File: src/rtl/tdps_pkg.sv
// Shared constants, types and the Hann window table for the two-tap pitch shifter.
package tdps_pkg;

	localparam int LINE_LEN = 2048;
	localparam int LINE_AW  = $clog2(LINE_LEN);
	localparam int SAMPLE_W = 24;
	localparam int WIN_W    = 16;
	localparam int FRAC_W   = 16;
	localparam int DELAY_W  = LINE_AW + FRAC_W;
	localparam int INC_W    = 19;

	localparam logic [LINE_AW-1:0] LINE_HALF = LINE_AW'(LINE_LEN / 2);
	localparam logic [LINE_AW-1:0] LINE_LAST = LINE_AW'(LINE_LEN - 1);

	// configuration port
	localparam int APB_AW    = 3;
	localparam int APB_DW    = 32;
	localparam int REG_IDX_W = 1;
	localparam logic [REG_IDX_W-1:0] REG_PHASE_INC = 1'd0;

	// sequencer steps
	localparam int STEP_W = 4;
	localparam logic [STEP_W-1:0] ST_IDLE  = 4'd0;
	localparam logic [STEP_W-1:0] ST_RD_A0 = 4'd1;
	localparam logic [STEP_W-1:0] ST_RD_B0 = 4'd2;
	localparam logic [STEP_W-1:0] ST_RD_A1 = 4'd3;
	localparam logic [STEP_W-1:0] ST_RD_B1 = 4'd4;
	localparam logic [STEP_W-1:0] ST_MUL1  = 4'd5;
	localparam logic [STEP_W-1:0] ST_FIN1  = 4'd6;
	localparam logic [STEP_W-1:0] ST_TAP1  = 4'd7;
	localparam logic [STEP_W-1:0] ST_DONE  = 4'd8;

	// datapath strobes from sequencer to lanes
	typedef struct packed {
		logic load_a;
		logic lerp_mul;
		logic lerp_fin;
		logic tap_mul;
		logic acc_init;
	} tdps_ctl_t;

	typedef logic [LINE_LEN-1:0][WIN_W-1:0] hann_rom_t;

	localparam longint unsigned PI_Q30  = 64'd3373259426;
	localparam longint unsigned ONE_Q30 = 64'd1 << 30;

	// sin^2(pi*i/N) in Q15 from a Q30 Taylor series
	function automatic logic [WIN_W-1:0] hann_entry(int unsigned i);
		longint unsigned k;
		longint unsigned x;
		longint unsigned x2;
		longint unsigned t;
		longint unsigned s;
		longint unsigned h;
		k  = (i <= LINE_LEN / 2) ? 64'(i) : 64'(LINE_LEN - i);
		x  = (k * PI_Q30) / LINE_LEN;
		x2 = (x * x) >> 30;
		t  = ONE_Q30;
		t  = ONE_Q30 - ((x2 * t) >> 30) / 110;
		t  = ONE_Q30 - ((x2 * t) >> 30) / 72;
		t  = ONE_Q30 - ((x2 * t) >> 30) / 42;
		t  = ONE_Q30 - ((x2 * t) >> 30) / 20;
		t  = ONE_Q30 - ((x2 * t) >> 30) / 6;
		s  = (x * t) >> 30;
		h  = ((s * s) >> 30) + 64'd16384;
		h  = h >> 15;
		if (h > 64'd32768) begin
			h = 64'd32768;
		end
		return h[WIN_W-1:0];
	endfunction

	function automatic hann_rom_t hann_rom_init();
		hann_rom_t rom;
		for (int i = 0; i < LINE_LEN; i++) begin
			rom[i] = hann_entry(i);
		end
		return rom;
	endfunction

	localparam hann_rom_t HANN_ROM = hann_rom_init();

endpackage

File: src/rtl/tdps_lane.sv
// One channel datapath: sample lerp, window weighting, tap accumulate and saturation.
module tdps_lane
	import tdps_pkg::*;
(
	input  logic                       clk,
	input  tdps_ctl_t                  ctl,
	input  logic signed [SAMPLE_W-1:0] din,
	input  logic [FRAC_W-1:0]          frac,
	input  logic [WIN_W-1:0]           weight,
	output logic signed [SAMPLE_W-1:0] dout
);

	localparam int LP_W = SAMPLE_W + 1 + FRAC_W + 1;  // lerp product
	localparam int TP_W = SAMPLE_W + WIN_W + 1;       // tap product
	localparam int TAP_W = SAMPLE_W + 1;

	localparam logic signed [SAMPLE_W+1:0] SAT_MAX = 26'sd8388607;
	localparam logic signed [SAMPLE_W+1:0] SAT_MIN = -26'sd8388608;

	logic signed [SAMPLE_W-1:0] a_q;
	logic signed [LP_W-1:0]     prod_q;
	logic signed [SAMPLE_W-1:0] v_q;
	logic signed [TP_W-1:0]     tprod_q;
	logic signed [TAP_W-1:0]    acc_q;

	logic signed [SAMPLE_W:0]   diff;
	logic signed [FRAC_W:0]     frac_s;
	logic signed [LP_W-1:0]     prod_d;
	logic signed [LP_W-1:0]     lerp_sum;
	logic signed [WIN_W:0]      weight_s;
	logic signed [TP_W-1:0]     tprod_d;
	logic signed [TP_W-1:0]     tap_rnd;
	logic signed [TAP_W-1:0]    tap;
	logic signed [SAMPLE_W+1:0] sum;

	// a*(1-f) + b*f  ==  a + (b-a)*f
	assign diff     = $signed({din[SAMPLE_W-1], din}) - $signed({a_q[SAMPLE_W-1], a_q});
	assign frac_s   = $signed({1'b0, frac});
	assign prod_d   = diff * frac_s;
	assign lerp_sum = $signed({{2{a_q[SAMPLE_W-1]}}, a_q, {FRAC_W{1'b0}}}) + prod_q
		+ $signed(LP_W'(32768));

	assign weight_s = $signed({1'b0, weight});
	assign tprod_d  = v_q * weight_s;
	assign tap_rnd  = tprod_q + $signed(TP_W'(16384));
	assign tap      = tap_rnd[TP_W-2:15];

	always_ff @(posedge clk) begin
		if (ctl.load_a) begin
			a_q <= din;
		end
		if (ctl.lerp_mul) begin
			prod_q <= prod_d;
		end
		if (ctl.lerp_fin) begin
			v_q <= lerp_sum[FRAC_W+SAMPLE_W-1:FRAC_W];
		end
		if (ctl.tap_mul) begin
			tprod_q <= tprod_d;
		end
		if (ctl.acc_init) begin
			acc_q <= tap;
		end
	end

	assign sum = $signed({acc_q[TAP_W-1], acc_q}) + $signed({tap[TAP_W-1], tap});

	always_comb begin
		if (sum > SAT_MAX) begin
			dout = SAT_MAX[SAMPLE_W-1:0];
		end else if (sum < SAT_MIN) begin
			dout = SAT_MIN[SAMPLE_W-1:0];
		end else begin
			dout = sum[SAMPLE_W-1:0];
		end
	end

endmodule

File: config.mk
export PLATFORM = sky130hd
export DESIGN_NAME = tdps_lane
export DESIGN_NICKNAME = d
export VERILOG_FILES = /design/src/rtl/tdps_pkg.sv /design/src/rtl/tdps_lane.sv
export SDC_FILE = /design/constraint.sdc
export NUM_CORES = 2
export LEC_CHECK = 0
export BUFFER_PORTS_ARGS = -buffer_cell sky130_fd_sc_hd__buf_2
export CAP_MARGIN = 10
export CORE_MARGIN = 2
export CORE_UTILIZATION = 60
export DETAILED_ROUTE_END_ITERATION = 12
export HOLD_SLACK_MARGIN = 0.15
export PLACE_DENSITY = 0.79
export SYNTH_ARGS = -nofsm -noshare
export SYNTH_HDL_FRONTEND = slang
export SYNTH_SLANG_ARGS = --single-unit
File: constraint.sdc
create_clock -name clk -period 9.2 [get_ports clk]
set_input_delay 1.38 -clock clk [delete_from_list [all_inputs] [get_ports clk]]
set_output_delay 1.38 -clock clk [all_outputs]
set_load 0.01 [all_outputs]
=== Yosys cells after proc, flatten, opt, wreduce, memory -nomap -nowiden ===
Cells that the tools add are included.
Widths: inputs -> output; s select.

* Add/subtract/negate cells: 5
* Multipliers: 2
* $lt $le $gt $ge: 2
* Muxes and demuxes: 2

{| class="wikitable"
|+ Operators with widths
! operator !! number
|-
| $mux 24 || 2
|-
| $add 40x16->40 const B || 1
|-
| $add 40x17->40 const B || 1
|-
| $add 40x40->40 || 1
|-
| $mul 24x17->40 || 1
|-
| $mul 25x17->40 || 1
|-
| $add 25x25->26 || 1
|-
| $gt 26x24->1 const B || 1
|-
| $lt 26x24->1 const B || 1
|-
| $sub 24x24->25 || 1
|}

* Flip-flop bits (word level): 153
* Input port bits: 62
* Output and inout port bits: 24
* Word-level logic and storage cells: 16

=== Longest topological paths before layout ===
* Word-level depth: 5
* Depth in mapped cells: 34
* Mapped depth without buffers: 33

=== Worst setup path before layout ===
No wires, ideal clock.

* Path type: input port to flip-flop
* Start: in din[0]
* End: reg prod_q[30] (data pin)
* Setup time: 262 ps
* Data arrival time: 8675 ps
* Path slack: 263 ps
* Cell stages on the path: 31
* Path through: inv_1 > ha_1 > fa_1 > nor2b_1 > o31ai_2 > a21oi_1 > o211ai_2 > a21boi_1 > o21a_1 > o21a_1 > o21a_1 > clkbuf_1 > nor3b_1 > fa_1 > inv_1 > fa_1 > fa_1 > inv_1 > fa_1 > fa_1 > fa_1 > ha_1 > a21o_1 > a21o_1 > a21o_1 > a2bb2oi_1 > o31ai_2 > a221o_1 > a21oi_1 > o21bai_1 > xor2_1

* Cells in the longest elaborated chain, start to end: 2

{| class="wikitable"
|+ Ends and longest elaborated chain
! element !! line !! text
|-
| start, declared || tdps_lane.sv:7 || <nowiki>input logic signed [SAMPLE_W-1:0] din,</nowiki>
|-
| $sub 24x24->25 || tdps_lane.sv:37 || <nowiki>assign diff = $signed({din[SAMPLE_W-1], din}) - $signed({a_q[SAMPLE_W-1], a_q});</nowiki>
|-
| $mul 25x17->40 || tdps_lane.sv:39 || <nowiki>assign prod_d = diff * frac_s;</nowiki>
|-
| named net prod_d[30] || tdps_lane.sv:28 || <nowiki>logic signed [LP_W-1:0] prod_d;</nowiki>
|-
| end signal, assigned || tdps_lane.sv:53 || <nowiki>prod_q <= prod_d;</nowiki>
|-
| end, declared || tdps_lane.sv:21 || <nowiki>logic signed [LP_W-1:0] prod_q;</nowiki>
|}

The timed path passes the listed nets, and every way through them passes these cells.
A chain may end at the register's enable or synchronous reset.

=== Worst setup path after layout ===
* Start: in din[7]
* End: reg prod_q[39] (data pin)

Same word-level chain as after synthesis.

==> summary.md <==
| Metric | Value |
|---|---|
| Outcome | `complete, no violations` |
| Setup violations, final | `0` |
| Residual DRC | `0` |
| Vias in the first global route | `28.9k` |
| Fin util | `0.648` |
| Post-synth top area share | `0.416` |
| Die H | `248 um` |
| Clock latency on the worst-skew pair | `0.44 ns` |
| Period utilisation layout | `0.970` |
| GRT overflow | `0` |
| Final GP Congestion | `0.919` |
| Most frequent cells in the layout | `inv_1 (915), fa_1 (745), nand2_1 (510), and2_1 (284), ha_1 (267)` |
| Routed vias/inst | `5.61` |
| WP data arrival | `9.11 ns` |
| Setup CP Type | `in2reg` |
| Sequential-to-total area share from yosys stat | `0.104` |
| Crit. End Element | `flop` |
| Setup TNS | `0 ns` |
| Syn Inst Count | `3887` |
| Starting density of the core | `0.607` |
| Routed wire per std cell | `17.8 um` |
| Fin cells | `4754` |
| Hold Path Class | `reg2reg` |
| RSZ-0062 raised after global routing | `true` |
| # H-tree levels | `4` |
| Prevailing post-synth register cell | `edfxtp_1` |
| Crit-path max FO | `12` |
| DIE AREA | `61700 um2` |
| I/O pin cnt | `86` |
| Crit-path most repeated cell | `fa_1` |
| Fin crit period | `8.93 ns` |
| Avg Synthesized Cell Area | `9.22 um2` |
| Max Freq | `112 MHz` |
| Rel. slew slack | `0.309` |
| Syn-to-layout area delta | `6.69%` |
| Number of library cell types mapped by synthesis | `83` |
| WL final | `84.5 mm` |
| Clk slew on worst S/H paths | `0.06 ns` |
| Row count | `89` |
| TritonCTS sink count | `124` |
| Nets | `5042` |
| Fin Clk Skew | `0.0157 ns` |
| All-Layer GR Usage | `0.293` |
| Slew Viols, Final | `0` |
| Synthesized area | `35800 um2` |
| DP Wirelength | `68.9 mm` |
| Cells after DPL | `4721` |
| Fraction of layout instances using a drive strength above 1 | `0.0796` |
| Antenna violations before repair | `4` |
| Drt pass-1 iters | `5` |
| WP data required | `9.38 ns` |
| CTS tree | `done` |
| First DRT Iteration DRCs | `1740` |
| Dominant cell type by area after synthesis | `fa_1` |
| EDFF count, synth | `124` |
| Core ar. | `59000 um2` |
| Fillers | `4761` |
| Yosys reg bits | `124` |
| Ys Warns | `0` |
| Critical path's largest stage delay | `0.53 ns` |
| Buffer depth of the longest clock path | `2` |
| Via Count | `26.7k` |
| First-pass GRT wire length | `143 mm` |
| Hold_ws | `0.609 ns` |
| Worst-margin pin slew | `1.03 ns` |
| Pin count of the biggest net entering global routing | `35` |
| Synth top area cells | `fa_1 (42%), edfxtp_1 (10%), inv_1 (9.6%), ha_1 (9.3%), nand2_1 (5.3%)` |
| Final ANT Viol Nets | `0` |
| Root buf cell | `clkbuf_16` |
| CTS buffer count | `17` |
| Worst setup SP type | `input port` |
| Fraction of registers with async set or reset after synthesis | `0` |
| Max-Cap Viols | `0` |
| Die W | `248 um` |
| Net Count, Synth | `4961` |
| Critical path's slowest cell | `fa_1` |
| Leading cell type in the layout, fill and taps excluded | `inv_1` |
| Port Buf Inserts | `85` |
| Final Hold Viols | `0` |
## worst paths after layout
path | slack [ns] | depth (start not counted) | from | endpoint
worst max-delay path | 0.27 | 32 | din[7] | prod_q[39]$_DFFE_PP_
worst min-delay path | 0.61 | 1 | tprod_q[39]$_DFFE_PP_ | acc_q[24]$_DFFE_PP_
worst max register to register | 0.90 | 32 | a_q[0]$_DFFE_PP_ | prod_q[39]$_DFFE_PP_
worst min register to register | 0.61 | 1 | tprod_q[39]$_DFFE_PP_ | acc_q[24]$_DFFE_PP_
## critical path, delay by kind of cell
family / cells / cell delay, ns
AO/OA/AOI/OAI: 11 / 2.34
AND/OR/NAND/NOR: 4 / 0.65
XOR/XNOR: 1 / 0.24
buffers and inverters: 8 / 0.92
adder cells (fa/ha/maj): 8 / 3.58
## area by class of cell
type | instances | area (um2) | share of cell area
multi-input cells | 2691 | 28100 | 0.735
flip-flops and latches | 124 | 3720 | 0.0974
inverters | 915 | 3430 | 0.0898
repair buffers | 219 | 1440 | 0.0375
well taps | 773 | 967 | 0.0253
clock buffers | 17 | 425 | 0.0111
clock inverters | 14 | 136 | 0.00357
diodes | 1 | 2.50 | 0.0000655
## sequential cells by signal, indices dropped and copies added (netlist names)
name and count:
tprod_q 26, a_q 24, prod_q 25, acc_q 25, v_q 24
## metrics by stage
| stage | cell area, um2 | worst slack, ns |
|---|---|---|
| after detailed placement | 37600 | -0.307 |
| final | 38200 | 0.273 |
| after CTS | 38200 | 0.156 |
| after floorplan | 35800 | 0.263 |
| after global placement | 37600 | -0.0726 |
| after global routing | 38200 | -0.0514 |
## timing repair
action                                  in CTS  in global routing
hold buffers                                 0                  0
resized for setup                            0                 13
endpoints found under the setup margin       0                 10
buffers inserted                             0                  1
## logic make-up after synthesis
family / count (synthesis) / synth area share
and+or+nand+nor: 1135 / 0.156
adders and majority gates: 1013 / 0.510
DFF: 124 / 0.104
buffers and inverters: 1072 / 0.114
AOI/OAI and AO/OA: 387 / 0.0778
xor gates and xnor gates: 139 / 0.0344
muxes: 17 / 0.00496
## cells in the mapped netlist (7+ instances only)
cell type / count
a211o_1: 7
a211oi_1: 18
a21o_1: 58
a21oi_1: 83
a311oi_2: 9
a31o_2: 8
a31oi_1: 12
and2_1: 284
and3_1: 32
buf_2: 9
clkbuf_1: 140
edfxtp_1: 124
fa_1: 745
ha_1: 267
inv_1: 915
mux2i_1: 11
nand2_1: 510
nand2b_1: 40
nand3_1: 51
nand4_1: 13
nor2_1: 81
nor2b_1: 47
nor3_1: 28
nor3b_1: 12
nor4_1: 10
o211ai_1: 23
o21a_1: 29
o21ai_0: 54
o21bai_1: 7
o311ai_1: 7
o31ai_1: 9
or3_1: 7
xnor2_1: 104
xor2_1: 34
## per-layer routing
metal | GRT usage | part of all wire | wire length, um | vias up
met5 | 0 | 0.00031 | 26 | -
met4 | 0.109 | 0.034 | 2900 | 4
met3 | 0.0499 | 0.081 | 6820 | 211
met2 | 0.492 | 0.48 | 40800 | 1068
met1 | 0.385 | 0.40 | 34000 | 13371
li1 | - | - | - | 12018
Power is not shown: default switching activity piles up to over one toggle a cycle in this logic, so the estimate is an artifact.
